## src/gti_pkg.sv

```systemverilog
// Shared types and constants for the grid tile index block.
package gti_pkg;

    localparam int MAX_DIMS   = 4;
    localparam int NUM_DIMS   = 4;
    localparam int COORD_W    = 17;
    localparam int OFFSET_W   = 18;
    localparam int COUNT_W    = 8;
    localparam int INV_W      = 12;
    localparam int PART_W     = 19;
    localparam int POS_W      = 18;
    localparam int PROD1_W    = POS_W + COUNT_W;
    localparam int PROD2_W    = PROD1_W + INV_W;
    localparam int FRAC_SHIFT = 24;
    localparam int INDEX_W    = 32;
    localparam int CFG_DATA_W = 48;
    localparam int CFG_IDX_W  = 3;
    localparam int LANE_STAGES  = 4;
    localparam int MERGE_STAGES = 4;
    localparam int NUM_STAGES   = LANE_STAGES + MERGE_STAGES;

    localparam logic [INV_W-1:0] ONE_Q48 = 12'h100;

    typedef enum logic [CFG_IDX_W-1:0] {
        CFG_DIMS_IN_USE  = 3'd0,
        CFG_CELLS        = 3'd1,
        CFG_INV_SCALES   = 3'd2,
        CFG_PERIODIC     = 3'd3,
        CFG_OFFSET0      = 3'd4,
        CFG_OFFSET1      = 3'd5,
        CFG_OFFSET2      = 3'd6,
        CFG_OFFSET3      = 3'd7
    } cfg_index_t;

    typedef struct packed {
        logic                       active;
        logic                       periodic;
        logic [COUNT_W-1:0]         count;
        logic [INV_W-1:0]           inv;
        logic signed [OFFSET_W-1:0] offset;
    } lane_cfg_t;

endpackage

```

## src/gti_merge.sv

```systemverilog
// Merge stage: mixed-radix tile index from the lane cells.
module gti_merge
    import gti_pkg::*;
(
    input  logic                              clk,
    input  logic [MERGE_STAGES-1:0]           en,
    input  logic [NUM_DIMS-1:0][COUNT_W-1:0]  count,
    input  logic [NUM_DIMS-1:0][COUNT_W-1:0]  cell_in,
    output logic [NUM_DIMS-1:0][COUNT_W-1:0]  cell_out,
    output logic [INDEX_W-1:0]                tile_index
);

    logic [NUM_DIMS-1:0][COUNT_W-1:0] c1_reg, c2_reg, c3_reg, c4_reg;
    logic [15:0] t1_next, t1_reg, p01_next, p01_reg;
    logic [23:0] t2_next, t2_reg, p012_next, p012_reg;
    logic [16:0] s1_next, s1_reg;
    logic [24:0] s2_next, s2_reg;
    logic [31:0] t3_next, t3_reg;
    logic [INDEX_W-1:0] idx_next, idx_reg;

    assign t1_next   = cell_in[1] * count[0];
    assign p01_next  = count[0] * count[1];
    assign t2_next   = c1_reg[2] * p01_reg;
    assign p012_next = p01_reg * count[2];
    assign s1_next   = {9'd0, c1_reg[0]} + {1'b0, t1_reg};
    assign t3_next   = c2_reg[3] * p012_reg;
    assign s2_next   = {8'd0, s1_reg} + {1'b0, t2_reg};
    assign idx_next  = INDEX_W'({7'd0, s2_reg}) + INDEX_W'(t3_reg);

    always_ff @(posedge clk)
    begin
        if (en[0])
        begin
            c1_reg  <= cell_in;
            t1_reg  <= t1_next;
            p01_reg <= p01_next;
        end
        if (en[1])
        begin
            c2_reg   <= c1_reg;
            t2_reg   <= t2_next;
            p012_reg <= p012_next;
            s1_reg   <= s1_next;
        end
        if (en[2])
        begin
            c3_reg <= c2_reg;
            t3_reg <= t3_next;
            s2_reg <= s2_next;
        end
        if (en[3])
        begin
            c4_reg  <= c3_reg;
            idx_reg <= idx_next;
        end
    end

    assign cell_out   = c4_reg;
    assign tile_index = idx_reg;

endmodule

```

## config.mk

```make
export PLATFORM = sky130hd
export DESIGN_NAME = gti_merge
export DESIGN_NICKNAME = d
export VERILOG_FILES = /design/src/gti_pkg.sv /design/src/gti_merge.sv
export SDC_FILE = /design/constraint.sdc
export NUM_CORES = 2
export LEC_CHECK = 0
export ABC_CLOCK_PERIOD_IN_PS = 14400
export BUFFER_PORTS_ARGS = -buffer_cell sky130_fd_sc_hd__buf_4
export CAP_MARGIN = 20
export CORE_ASPECT_RATIO = 1.1
export CORE_MARGIN = 2
export CORE_UTILIZATION = 30
export CTS_BUF_LIST = sky130_fd_sc_hd__clkbuf_16
export CTS_CLUSTER_DIAMETER = 80
export DETAILED_ROUTE_END_ITERATION = 6
export SETUP_SLACK_MARGIN = 0.5
export SYNTH_ARGS = -nofsm -noshare
export SYNTH_HDL_FRONTEND = slang
export SYNTH_SLANG_ARGS = --single-unit
```

## constraint.sdc

```tcl
create_clock -name clk -period 14.4 [get_ports clk]
set_input_delay 1.44 -clock clk [delete_from_list [all_inputs] [get_ports clk]]
set_output_delay 1.44 -clock clk [all_outputs]
set_load 0.005 [all_outputs]
```

==> results.txt <==
----------------------------------------------------
[Timing]
  Fin crit period ... 5.514 ns
  F_max ... 181.3 MHz
  Hold Violations, Final ... 0
  Portion of the clock cycle consumed by the worst path in the final layout ... 0.3829
  Worst relative slew slack ... 0.3418
  Final clock skew ... 0.04472 ns
  Total Negative Setup Slacks ... 0 ns
  Unrepaired setup endpoints after global routing ... no
  Number of setup violations in the final report ... 0
  Final-report max-slew violation count ... 0
  Slew at the pin closest to its max-slew limit ... 0.9874 ns

[Floorplan]
  Initial Util ... 0.3030
  Core Region ... 100700 um^2
  Number of placed I/O pins ... 133
  Die Area ... 104300 um^2
  Die height ... 338.5 um
  Floorplan die width ... 308.1 um
  Number of rows in the core area ... 122

[Clocking]
  Max clock buf depth ... 3
  Number of setup buffers added after CTS ... 0
  Clock-pin slew on the worst setup and hold paths ... 0.06 ns
  CTS tree ... yes
  CTS Hold Bufs ... 0
  # clock sinks ... 314
  Worst skew pair latency ... 0.61 ns
  Number of buffers added by the clock tree synthesis step ... 38
  Depth of the CTS H-tree ... 2
  PostCTS Resize Cnt ... 0
  Cell at the root of the clock tree ... clkbuf_16

[Global route]
  Congestion Overflow GR ... 0
  Global-route wire length before repair ... 109.8 mm
  Largest net degree at the start of global routing ... 66
  Global-route total usage across every layer ... 0.1303
  Initial antenna violation count ... 7
  Via count of the first global-routing pass ... 21.00k

[Placement]
  I/O Buffers ... 124
  Placed wire-length estimate after detailed placement ... 50.59 mm
  Post-placement cell count ... 4210
  Final GP Congestion ... 0.8365

[Setup path]
  Arrival @ worst endpoint ... 5.85 ns
  Worst Setup SP ... c2_reg[26]
  Worst-case register-to-register setup slack ... 8.89 ns
  R2R Path Start ... c2_reg[26]
  Largest stage delay, worst path ... 0.93 ns
  Data required time of the critical path ... 14.73 ns
  Most frequent CP cell ... fa_1
  Critical path fanouts, max ... 25
  Highest-delay cell along the critical path ... edfxtp_1
  Cells along the critical path ... and2_1 -> fa_1 -> fa_1 -> fa_1 -> inv_1 -> fa_1 -> inv_1 -> ha_1 -> nand4_1 -> or4_1 -> o211ai_2 -> o2111ai_2 -> a31oi_1 -> or4b_1 -> nand3_1
  Setup crit start kind ... flip-flop
  Category of the critical setup timing path ... reg2reg
  Nature of the critical path endpoint ... flip-flop

[Synth]
  Total of flip-flops plus latches after synthesis ... 314
  Multiplexer area fraction after synthesis ... 0
  Simple-gate share of the synthesized area ... 0.1547
  Largest family of logic cells by synthesized area ... adder cells
  Post-Synth Adder-Cell Area ... 0.3534
  Synthesized area ... 30520 um^2
  Register area share after synthesis ... 0.3089
  Average footprint of a synthesized cell ... 10.72 um^2
  Number of different library cells in the post-synthesis netlist ... 77
  Synth Net Count ... 3552
  Area share of xor/xnor cells in the synthesized design ... 0.03874
  Number of warning messages in the yosys log ... 0
  Share of flip-flops with an asynchronous set or reset after synthesis ... 0
  Post-synthesis compound-gate area fraction ... 0.08273
  Number of flops mapped to enable cells by yosys ... 314
  Ys flop type ... edfxtp_1
  Post-synthesis cell count ... 2846

[Detailed routing]
  Residual antenna-violating net count after detailed routing ... 0
  Routed wire per std cell ... 15.31 um
  Detail-routed via count per cell ... 4.602
  Routed wire length ... 65.60 mm
  Overall via count from detail_route ... 19.72k
  DRC violations left ... 0
  Number of iterations in the first detailed-routing pass ... 5
  DRT iter0 DRCs ... 993

[Cells and area]
  Layout Area Growth over Synthesis ... 12.02%
  Filler cell count in the final layout ... 10.17k
  Non-filler instance count after layout ... 4285
  Fraction of layout cells with a size suffix above 1 ... 0.07790
  Number of nets at the end of the flow ... 3654

[Status]
  Status ... finished, final reports clean

[Hold path]
  Class of the worst hold path ... reg2reg
  Origin of the worst min-delay path ... c1_reg[27]

[Flow run]
  MaxCap Viol Count ... 0

----------------------------------------------------
[final cells by class]
cell class	count	area (um^2)	area share
diodes	5	12.51	0.0003660
clock buffers	38	950.9	0.02781
clock inverters	32	347.8	0.01017
inverters	426	1599	0.04677
multi-input cells	2034	19210	0.5620
flip-flops and latches	314	9429	0.2758
well taps	1302	1629	0.04765
repair buffers	134	1006	0.02942
[kinds of logic after synthesis]
logic type      after synthesis
buf+inv                     498
simple gates                894
xor+xnor                    135
flops                       314
fa+ha+maj                   637
compound gates              368
[final timing paths]
| check | end | depth (start not counted) |
|---|---|---|
| worst min-delay path | c2_reg[27] | 0 |
| worst min register to register | c2_reg[27] | 0 |
| worst max register to register | t3_reg[30] | 15 |
| worst max-delay path | t3_reg[30] | 15 |
[worst max-delay path, delay by kind of cell, from the launching register on]
family	cells	cell delay (ns)
buf+inv	2	0.09
compound gates	3	0.71
simple gates	5	1.21
flops	1	0.93
fa+ha+maj	5	2.29
[synthesized netlist by cell type, types with 3 or more instances]
master	number	area share
edfxtp_1	314	0.31
a2111oi_2	4	0.0020
nand2b_1	13	0.0027
o21ai_2	4	0.0011
or2_2	3	0.00061
a21o_1	41	0.010
o311a_1	4	0.0013
o31ai_1	4	0.00098
nand3_1	35	0.0057
o41ai_1	4	0.0011
nand4_1	14	0.0029
clkbuf_1	64	0.0079
xor2_1	33	0.0095
nor2b_1	17	0.0035
or3_1	8	0.0016
and3_1	12	0.0025
xnor2_1	102	0.029
nor3_1	34	0.0056
buf_2	6	0.00098
ha_1	262	0.11
o221ai_1	3	0.00086
nand2_1	249	0.031
nand3b_1	4	0.00098
a21oi_1	116	0.019
nor4_1	5	0.0010
o21ai_0	59	0.0097
o2111ai_1	3	0.00086
nor2_1	85	0.010
a31oi_1	12	0.0025
a221oi_1	3	0.00086
a211o_1	4	0.0011
a31o_2	3	0.00086
o211ai_1	9	0.0022
o31a_1	4	0.0011
a21boi_0	3	0.00074
o21a_1	17	0.0042
inv_1	426	0.052
o21ai_1	5	0.00082
a211oi_1	16	0.0039
and2_1	399	0.082
o21bai_1	15	0.0037
or4_1	4	0.00098
fa_1	375	0.25
[cell usage in the layout, fill, tap and decap left out, types with 14 or more instances in the layout]
| master | instances |
|---|---|
| inv_1 | 431 |
| and2_1 | 399 |
| fa_1 | 375 |
| edfxtp_1 | 314 |
| ha_1 | 262 |
| nand2_1 | 249 |
| buf_4 | 134 |
| a21oi_1 | 116 |
| xnor2_1 | 102 |
| nor2_1 | 85 |
| o21ai_0 | 59 |
| a21o_1 | 41 |
| clkbuf_16 | 38 |
| nand3_1 | 35 |
| nor3_1 | 34 |
| xor2_1 | 33 |
| o21a_1 | 17 |
| nor2b_1 | 17 |
| a211oi_1 | 16 |
| o21bai_1 | 15 |
| nand4_1 | 14 |
[layer usage]
metal | up-vias | wire [um] | GRT usage
met5 | - | 28 | 0
met4 | 4 | 1793 | 0.04167
met3 | 90 | 2596 | 0.02251
met2 | 262 | 31890 | 0.2260
met1 | 9778 | 29290 | 0.1639
li1 | 9587 | - | -
[through the flow]
step                      hold WS (ns)  instance area (um^2)  worst slack, ns    util
after floorplan                 0.4003                 30520            8.653       -
after global placement          0.4004                 32880            8.355  0.3263
after detailed placement        0.4045                 32880            8.345  0.3263
after CTS                       0.4133                 34180            8.861  0.3392
after global routing            0.4197                 34190            8.572  0.3394
final                           0.4075                 34190            8.886  0.3394
Power is not shown: default switching activity piles up to over one toggle a cycle in this logic, so the estimate is an artifact.
