==> config.mk <==
export PLATFORM = sky130hd
export DESIGN_NAME = gti_lane
export DESIGN_NICKNAME = d
export VERILOG_FILES = /design/src/gti_pkg.sv /design/src/gti_lane.sv
export SDC_FILE = /design/constraint.sdc
export NUM_CORES = 1
export LEC_CHECK = 0
export CAP_MARGIN = 20
export CORE_AREA = 2 2 222 224
export CTS_CLUSTER_DIAMETER = 60
export DETAILED_ROUTE_END_ITERATION = 10
export DIE_AREA = 0 0 224 226
export DONT_BUFFER_PORTS = 1
export PLACE_DENSITY = 0.46
export SYNTH_ARGS = -nofsm -noshare
export SYNTH_HDL_FRONTEND = slang
export SYNTH_SLANG_ARGS = --single-unit
==> constraint.sdc <==
create_clock -name clk -period 7.7 [get_ports clk]
set_input_delay 0.77 -clock clk [delete_from_list [all_inputs] [get_ports clk]]
set_output_delay 0.77 -clock clk [all_outputs]
set_load 0.03 [all_outputs]
==> src/gti_pkg.sv <==
// Shared types and constants for the grid tile index block.
package gti_pkg;

    localparam int MAX_DIMS   = 4;
    localparam int NUM_DIMS   = 4;
    localparam int COORD_W    = 17;
    localparam int OFFSET_W   = 18;
    localparam int COUNT_W    = 8;
    localparam int INV_W      = 12;
    localparam int PART_W     = 19;
    localparam int POS_W      = 18;
    localparam int PROD1_W    = POS_W + COUNT_W;
    localparam int PROD2_W    = PROD1_W + INV_W;
    localparam int FRAC_SHIFT = 24;
    localparam int INDEX_W    = 32;
    localparam int CFG_DATA_W = 48;
    localparam int CFG_IDX_W  = 3;
    localparam int LANE_STAGES  = 4;
    localparam int MERGE_STAGES = 4;
    localparam int NUM_STAGES   = LANE_STAGES + MERGE_STAGES;

    localparam logic [INV_W-1:0] ONE_Q48 = 12'h100;

    typedef enum logic [CFG_IDX_W-1:0] {
        CFG_DIMS_IN_USE  = 3'd0,
        CFG_CELLS        = 3'd1,
        CFG_INV_SCALES   = 3'd2,
        CFG_PERIODIC     = 3'd3,
        CFG_OFFSET0      = 3'd4,
        CFG_OFFSET1      = 3'd5,
        CFG_OFFSET2      = 3'd6,
        CFG_OFFSET3      = 3'd7
    } cfg_index_t;

    typedef struct packed {
        logic                       active;
        logic                       periodic;
        logic [COUNT_W-1:0]         count;
        logic [INV_W-1:0]           inv;
        logic signed [OFFSET_W-1:0] offset;
    } lane_cfg_t;

endpackage

==> src/gti_lane.sv <==
// One dimension lane: offset, wrap, scale and clamp to a cell number.
module gti_lane
    import gti_pkg::*;
(
    input  logic                     clk,
    input  logic [LANE_STAGES-1:0]   en,
    input  lane_cfg_t                cfg,
    input  logic [COORD_W-1:0]       coord,
    output logic [COUNT_W-1:0]       cell_num
);

    logic signed [PART_W-1:0] part;
    logic signed [PART_W-1:0] part_w;
    logic                     pos;
    logic [POS_W-1:0]         pos_next, pos_reg;
    logic [PROD1_W-1:0]       prod1_next, prod1_reg;
    logic [PROD2_W-1:0]       prod2_next, prod2_reg;
    logic [PROD2_W-FRAC_SHIFT-1:0] quot;
    logic [COUNT_W-1:0]       cell_next, cell_reg;

    always_comb
    begin
        part = $signed({2'b00, coord}) - $signed({cfg.offset[OFFSET_W-1], cfg.offset});
        if (cfg.periodic && (cfg.inv <= ONE_Q48))
        begin
            part_w = $signed({3'b000, part[15:0]});
        end
        else
        begin
            part_w = part;
        end
        pos = !part_w[PART_W-1] && (part_w != '0);
        pos_next = (cfg.active && pos) ? part_w[POS_W-1:0] : '0;
    end

    assign prod1_next = pos_reg * cfg.count;
    assign prod2_next = prod1_reg * cfg.inv;
    assign quot = prod2_reg[PROD2_W-1:FRAC_SHIFT];

    always_comb
    begin
        if (quot >= {{(PROD2_W-FRAC_SHIFT-COUNT_W){1'b0}}, cfg.count})
        begin
            cell_next = cfg.count - COUNT_W'(1);
        end
        else
        begin
            cell_next = quot[COUNT_W-1:0];
        end
    end

    always_ff @(posedge clk)
    begin
        if (en[0]) pos_reg   <= pos_next;
        if (en[1]) prod1_reg <= prod1_next;
        if (en[2]) prod2_reg <= prod2_next;
        if (en[3]) cell_reg  <= cell_next;
    end

    assign cell_num = cell_reg;

endmodule

==> flow_summary.json, run 1 <==
{
  "max_freq_mhz": 163.9,
  "clk_latency_ns": 0.36,
  "antenna_found_initial": 2,
  "rsz0062_at_grt": "no",
  "final_antenna_net_count": 0,
  "die_h_microns": 226,
  "syn-num-nets": 2380,
  "layout_commonest_cell": "inv_1",
  "crit_buf_inv": 3,
  "met1Wirelength_mm": 18.69,
  "clockBufferDepth": 2,
  "status": "finished, final reports clean",
  "cts-resized-gates": 0,
  "cp.required_ns": 7.81,
  "synth_top_area_cell": "fa_1",
  "drt-total-wl_mm": 42.46,
  "top_layer_used": "met5",
  "tritoncts": "yes",
  "drt-initial-drc-count": 484,
  "clock-sinks": 66,
  "gr-total-overflow": 0,
  "ctsHoldBuffers": 0,
  "largest_reg_flops": 26,
  "worstPathCellList": "nand2_1 > fa_1 > fa_1 > inv_1 > fa_1 > fa_1 > inv_1 > fa_1 > inv_1 > ha_1 > a21oi_1 > nor2_1 > a2111oi_2 > o21ai_0 > a211oi_1 > o31ai_1 > a31o_2 > a21oi_1 > xnor2_1",
  "drv_cap": 0,
  "drc": 0,
  "endpoint_kind": "flop",
  "track_usage_pct": 17.99,
  "final_cell_mix": "inv_1, fa_1, nand2_1",
  "root_buffer": "clkbuf_16",
  "synth_edf_count": 66,
  "n_fill_cell": 4937,
  "grt_pass1_wl_mm": 70.19,
  "layout-area-overhead-vs-synth_pct": 4.709,
  "io_buffer_count": 0,
  "cp-start-kind": "flop",
  "setup_viol": 0,
  "dr.pass1.iters": 6,
  "nNetsFinal": 2315,
  "ys_types": 56,
  "dpl.hpwl_mm": 34.38,
  "crit_arrival_ns": 6.21,
  "cts_made_buffers": 9,
  "synth_area_leaders": "fa_1, edfxtp_1, ha_1",
  "seqCellArea_sq_um": 1982,
  "netlist_area_sq_um": 16660,
  "clkTransAtPathRegs_ns": 0.06,
  "via_per_inst": 4.858,
  "worstMarginPinSlew_ns": 0.7847,
  "crit_top_cell": "fa_1",
  "netlist.area_leader.share_pct": 40.38,
  "gp_congestion": 0.8144,
  "placed_area_sq_um": 17150,
  "min_path_type": "in -> reg",
  "crit_slowest_cell": "edfxtp_1",
  "drv_slew": 0,
  "ys.flop_type": "edfxtp_1",
  "drive_above_1_share_pct": 1.519,
  "tns_ns": 0,
  "multi_input_area_sq_um": 12920,
  "fin_skew_ns": 0.009065,
  "die_area_sq_um": 50620,
  "grt_max_degree": 28,
  "placement_rows": 81,
  "finalInstanceArea_sq_um": 17440,
  "fin_crit_sh_pct": 79.24,
  "start_util_pct": 34.46,
  "vias": 11660,
  "die_x_microns": 224,
  "holdWs_ns": 0.5189,
  "wl_per_cell_microns": 17.69,
  "cp_max_fo": 12,
  "ys_warn_count": 0,
  "finalHoldViolations": 0,
  "fp.coreArea_sq_um": 48340,
  "met2_length_mm": 21.20,
  "first_global_vias": 12900,
  "synth.avg_cell_area_sq_um": 9.063,
  "ys_ff_latch": 66,
  "post_cts_buffers": 0,
  "crit_type": "reg -> reg",
  "io_pins": 70,
  "cpPeakStageDelay_ns": 0.71,
  "h-tree-depth": 3,
  "relSlewSlack_pct": 47.69,
  "async_reset_ff_share_pct": 0,
  "netlist_instances": 1838,
  "ys_seq_area_share_pct": 11.90,
  "routed-wl-met3_mm": 1.433,
  "fin_crit_ns": 6.102,
  "cp_top_family": "adder cells"
}
kinds of logic (layout without fill, tap and decap cells):
group	after synthesis	count (layout)	share of synthesized area (%)
other	0	1	0
multiplexers	9	9	0.5858
AND/OR/NAND/NOR	613	613	17.26
adder cells (fa/ha/maj)	480	480	51.19
AO/OA/AOI/OAI	158	158	6.159
XOR/XNOR	45	45	2.366
buffers and inverters	467	407	10.54
flip-flops	66	66	11.90
final cells by class:
cell class,count,share of cell area (%)
sequential,66,11.36
inverter,390,8.392
clock inverter,5,0.3156
antenna,1,0.01435
clock buffer,11,1.334
multi-input combinational,1305,74.08
timing repair buffer,1,0.04304
tap,622,4.462
through the flow:
stage / util [%] / setup slack, ns / cells
3_5_place_dp: 35.48 / 1.647 / 2384
4_1_cts: 36.08 / 1.674 / 2400
5_1_grt: 36.08 / 1.306 / 2400
6_report: 36.08 / 1.598 / 2401
3_3_place_gp: 35.48 / 1.703 / 2384
2_1_floorplan: - / 1.466 / 1838
metal layers:
metal | GRT usage [%] | vias up
met3 | 1.730 | 44
met1 | 22.89 | 5951
met2 | 32.32 | 228
met4 | 5.419 | 2
met5 | 0 | -
li1 | - | 5439
cells in the mapped netlist, drive strengths merged (3+ instances only):
cell and number:
a21o 22, fa 336, xnor2 30, nor2 53, and2 155, nor4 3, and3 3, a31oi 5
inv 390, o21a 10, o211ai 6, nand2 328, nand4 5, mux2i 3, buf 3, nand2b 10
a21boi 5, or3 4, nor3 16, edfxtp 66, nand3 11, mux2 6, a21oi 44, xor2 15
nor2b 15, a211oi 12, o31ai 4, o21ai 35, ha 144, clkbuf 74
worst paths after layout:
| check | from | endpoint | slack [ns] | cells past startpoint |
|---|---|---|---|---|
| setup / recovery | prod1_reg[17] | prod2_reg[34] | 1.60 | 19 |
| hold / removal | en[0] | pos_reg[2] | 0.52 | 0 |
| setup reg to reg | prod1_reg[17] | prod2_reg[34] | 1.60 | 19 |
| hold reg to reg | prod2_reg[28] | cell_num[4] | 0.67 | 1 |
Power of run 1 is left out: the tool's default activity adds up to more than one toggle a clock period on the data nets, which glitch-free logic cannot reach.
==> inputs of run 2 (changes only) <==
==> constraint.sdc (replaced) <==
create_clock -name clk -period 5.83 [get_ports clk]
set_input_delay 0.583 -clock clk [delete_from_list [all_inputs] [get_ports clk]]
set_output_delay 0.583 -clock clk [all_outputs]
set_load 0.03 [all_outputs]
==> run 2 against run 1 <==
Compared with the run above: register-to-register slack got worse by 1.4 ns; utilization rose by 1.2 points; flip-flop and latch count did not move; routed wire length rose by 0.88%; hold slack got worse by 0.18 ns; final cell count rose by 2.5%; first-iteration DRC count fell by 5.2%; clock skew rose by 0.0024 ns; via count rose by 1.5%; die area did not move; global-route usage barely moved; sequential share of layout area fell by 0.38 points; largest cell class unchanged.
==> flow_summary.json, run 2 (synthesis gave the netlist of run 1 again) <==
{
  "status": "finished, final reports clean",
  "first_global_vias": 13100,
  "track_usage_pct": 17.95,
  "gp_congestion": 0.8212,
  "fin_cells": 2462,
  "min_path_type": "in -> reg",
  "worstMarginPinSlew_ns": 0.5961,
  "cp-start-kind": "flop",
  "io_pins": 70,
  "endpoint_kind": "flop",
  "largest_reg_flops": 26,
  "clk_latency_ns": 0.35,
  "clockBufferDepth": 2,
  "die_area_sq_um": 50620,
  "h-tree-depth": 3,
  "start_util_pct": 34.46,
  "drt-total-wl_mm": 42.83,
  "via_per_inst": 4.810,
  "wl_per_cell_microns": 17.40,
  "grt_pass1_wl_mm": 70.41,
  "cts_made_buffers": 9,
  "io_buffer_count": 0,
  "die_x_microns": 224,
  "fin_crit_ns": 5.671,
  "cp_max_fo": 7,
  "clock-sinks": 66,
  "grt_max_degree": 28,
  "rsz0062_at_grt": "yes",
  "clkTransAtPathRegs_ns": 0.07,
  "vias": 11840,
  "drc": 0,
  "max_freq_mhz": 176.3,
  "dpl.hpwl_mm": 35.18,
  "die_h_microns": 226,
  "layout-area-overhead-vs-synth_pct": 8.330,
  "drv_cap": 0,
  "fin_skew_ns": 0.01150,
  "drive_above_1_share_pct": 5.707,
  "drv_slew": 0,
  "tritoncts": "yes",
  "crit_type": "reg -> reg",
  "fin_crit_sh_pct": 97.27,
  "final_antenna_net_count": 0,
  "finalHoldViolations": 0,
  "cp.required_ns": 5.93,
  "placement_rows": 81,
  "place_inst": 2433,
  "gr-total-overflow": 0,
  "dr.pass1.iters": 5,
  "antennaDiodeCount": 0,
  "final_cell_mix": "inv_1, fa_1, nand2_1",
  "setup_viol": 0,
  "crit_arrival_ns": 5.77,
  "fp.coreArea_sq_um": 48340,
  "layout_commonest_cell": "inv_1",
  "root_buffer": "clkbuf_16",
  "drt-initial-drc-count": 459,
  "nNetsFinal": 2377,
  "antenna_found_initial": 1,
  "relSlewSlack_pct": 59.74
}
## run 2: cell count changes in the layout (fill, tap and decap cells not counted), sizes merged
cell and delta:
buf +61, clkinvlp -2, diode -1, clkbuf -1, clkinv +4
## run 2: critical path, stage by stage, from the launching register on
cell,delay (ns)
edfxtp_1,0.57
buf_6,0.18
nand2_1,0.08
fa_1,0.48
fa_1,0.58
inv_1,0.07
fa_1,0.50
fa_1,0.51
inv_1,0.05
fa_1,0.48
inv_1,0.04
ha_1,0.33
buf_4,0.18
a21oi_2,0.17
nor2b_1,0.07
nor2_1,0.09
nor2_1,0.08
a211oi_4,0.33
o31ai_2,0.13
a31o_2,0.27
a21oi_1,0.17
xnor2_1,0.07
## run 2: final cells by class
type                            instances  area, sq um
Sequential cell                        66         1982
Clock buffer                            9        225.2
Tap cell                              622        778.2
Inverter                              390         1464
Fill cell                            4964        30300
Multi-Input combinational cell       1305        13000
Clock inverter                          7        70.07
Timing Repair Buffer                   63        528.0
## run 2: path summary, 6_finish.rpt
path,start,end,slack (ns),cells past startpoint
setup / recovery,prod1_reg[12],prod2_reg[34],0.16,21
hold / removal,en[0],pos_reg[4],0.34,0
setup reg to reg,prod1_reg[12],prod2_reg[34],0.16,21
hold reg to reg,prod2_reg[26],cell_num[2],0.64,1
## run 2: metrics by stage
step	util [%]	hold slack (ns)	worst slack [ns]	instance area (sq um)	TNS (ns)
floorplan	-	0.5550	0.002529	16700	0
global placement	36.37	0.6207	-0.008139	17580	-0.008139
detailed placement	36.37	0.6026	-0.04024	17580	-0.04024
CTS	37.09	0.3214	0.03704	17930	0
global route	37.33	0.3244	-0.07292	18050	-0.1111
finish	37.33	0.3377	0.1592	18050	0
## run 2: what timing repair did
action                                  CTS  global route
pin swaps                                 0             3
hold buffers                              0             0
gates resized for setup                   2            15
buffers inserted                          6             7
endpoints found under the setup margin    4            14
## run 2: per-layer routing
metal | part of all wire (%) | GRT usage (%)
met2 | 50 | 32.28
met3 | 2.4 | 1.262
met4 | 2.5 | 5.312
met1 | 45 | 23.14
met5 | 0 | 0
Power of run 2 is left out for the same reason.
==> inputs of run 3 (changes only) <==
==> constraint.sdc (replaced) <==
create_clock -name clk -period 5.83 [get_ports clk]
set_input_delay 0.2915 -clock clk [delete_from_list [all_inputs] [get_ports clk]]
set_output_delay 0.2915 -clock clk [all_outputs]
set_load 0.03 [all_outputs]
==> run 3 against run 2 <==
Compared with the run above: clock-buffer cell count unchanged; via count shrank 0.30%; die area stayed put; routed wire length fell by 0.52%; global-route usage is 0.074 points higher; register-to-register slack gained 0.11 ns; non-clock buffer count down 16; setup slack better by 0.11 ns; utilization is 0.41 points lower; fmax rose by 2.0%.
==> flow_summary.json, run 3 (synthesis gave the netlist of run 1 again) <==
{
  "drive_above_1_share_pct": 4.934,
  "grt_pass1_wl_mm": 70.93,
  "root_buffer": "clkbuf_16",
  "drv_cap": 0,
  "rsz0062_at_grt": "no",
  "max_freq_mhz": 179.8,
  "crit_arrival_ns": 5.67,
  "clkTransAtPathRegs_ns": 0.06,
  "tritoncts": "yes",
  "min_path_type": "in -> reg",
  "crit_slowest_cell": "fa_1",
  "cp_max_fo": 8,
  "final_antenna_net_count": 0,
  "vias": 11810,
  "die_h_microns": 226,
  "worstMarginPinSlew_ns": 0.5561,
  "die_x_microns": 224,
  "endpoint_kind": "flop",
  "wl_per_cell_microns": 17.42,
  "final_cell_mix": "inv_1, fa_1, nand2_1",
  "cpPeakStageDelay_ns": 0.54,
  "first_global_vias": 12990,
  "cp-start-kind": "flop",
  "fin_crit_ns": 5.562,
  "worstPathCellList": "buf_4 > and2_1 > fa_1 > inv_1 > fa_1 > inv_1 > fa_1 > fa_1 > fa_1 > ha_1 > a21oi_2 > o221ai_1 > o22a_2 > a211oi_2 > buf_4 > o31ai_2 > a31o_2 > a21oi_2 > xnor2_1",
  "clock-sinks": 66,
  "seqCellArea_sq_um": 1982,
  "start_util_pct": 34.46,
  "r2r_start": "prod1_reg[5]",
  "die_area_sq_um": 50620,
  "ctsHoldBuffers": 0,
  "gp_congestion": 0.7932,
  "dpl.hpwl_mm": 34.93,
  "drc": 0,
  "via_per_inst": 4.827,
  "track_usage_pct": 18.02,
  "multi_input_area_sq_um": 12990,
  "clockBufferDepth": 2,
  "io_buffer_count": 0,
  "fin_ws_ns": 0.2681,
  "crit_top_cell": "fa_1",
  "n_fill_cell": 4933,
  "drv_slew": 0,
  "gr-total-overflow": 0,
  "antennaDiodeCount": 0,
  "crit_start": "prod1_reg[5]",
  "placement_rows": 81,
  "tns_ns": 0,
  "cts_made_buffers": 9,
  "layout_commonest_cell": "inv_1",
  "largest_reg_flops": 26,
  "antenna_found_initial": 2,
  "crit_type": "reg -> reg",
  "fin_skew_ns": 0.009450,
  "finalHoldViolations": 0,
  "nNetsFinal": 2361,
  "status": "finished, final reports clean",
  "grt_max_degree": 28,
  "dr.pass1.iters": 6,
  "clk_latency_ns": 0.35,
  "fp.coreArea_sq_um": 48340,
  "relSlewSlack_pct": 62.44,
  "dp_slack_ns": 0.01881,
  "cp.required_ns": 5.94,
  "fin_crit_sh_pct": 95.40,
  "h-tree-depth": 3,
  "drt-initial-drc-count": 596,
  "hp-start": "en[0]",
  "drt-total-wl_mm": 42.61,
  "io_pins": 70,
  "layout-area-overhead-vs-synth_pct": 7.150,
  "setup_viol": 0
}
==> run 3: worst paths after layout <==
path	cells after the start	slack, ns	to
setup / recovery	19	0.27	prod2_reg[34]
hold / removal	0	0.04	pos_reg[2]
setup reg to reg	19	0.27	prod2_reg[34]
hold reg to reg	1	0.62	cell_num[4]
==> run 3: metal layers <==
metal / part of all wire, % / routed length (microns) / GRT usage, % / vias to the layer above
li1: - / - / - / 5534
met1: 46 / 19710 / 24.05 / 6016
met2: 47 / 20210 / 30.53 / 206
met3: 3.9 / 1665 / 2.589 / 46
met4: 2.3 / 998 / 5.075 / 4
met5: 0.075 / 32 / 0 / -
==> run 3: final cells by class <==
class	instances	share of cell area, %
inverters	390	8.201
well taps	622	4.360
repair buffers	47	2.033
multi-input cells	1305	72.79
clock buffers	9	1.262
flip-flops and latches	66	11.10
clock inverters	7	0.2523
==> run 3: through the flow <==
| step | utilization (%) | area, sq um | hold slack (ns) | cells |
|---|---|---|---|---|
| final | 36.92 | 17850 | 0.04472 | 2446 |
| after global routing | 36.92 | 17850 | 0.03168 | 2446 |
| after CTS | 36.60 | 17690 | 0.02963 | 2436 |
| after detailed placement | 36.04 | 17420 | 0.4045 | 2420 |
| after global placement | 36.04 | 17420 | 0.4045 | 2420 |
| after floorplan | - | 16660 | 0.4040 | 1838 |
==> run 3: repair_timing <==
item,in CTS,in global routing
endpoints found under the setup margin,0,13
hold endpoints to repair,0,0
setup buffers,0,10
resized for setup,0,19
==> run 3: critical path, delay by kind of cell (launching register included) <==
kind                     cells  cell delay (ns)
AO/OA/AOI/OAI                7             1.31
XOR/XNOR                     1             0.07
adder cells (fa/ha/maj)      6             2.75
buffers and inverters        4             0.51
flip-flops                   1             0.50
AND/OR/NAND/NOR              1             0.18
Power of run 3 is left out for the same reason.
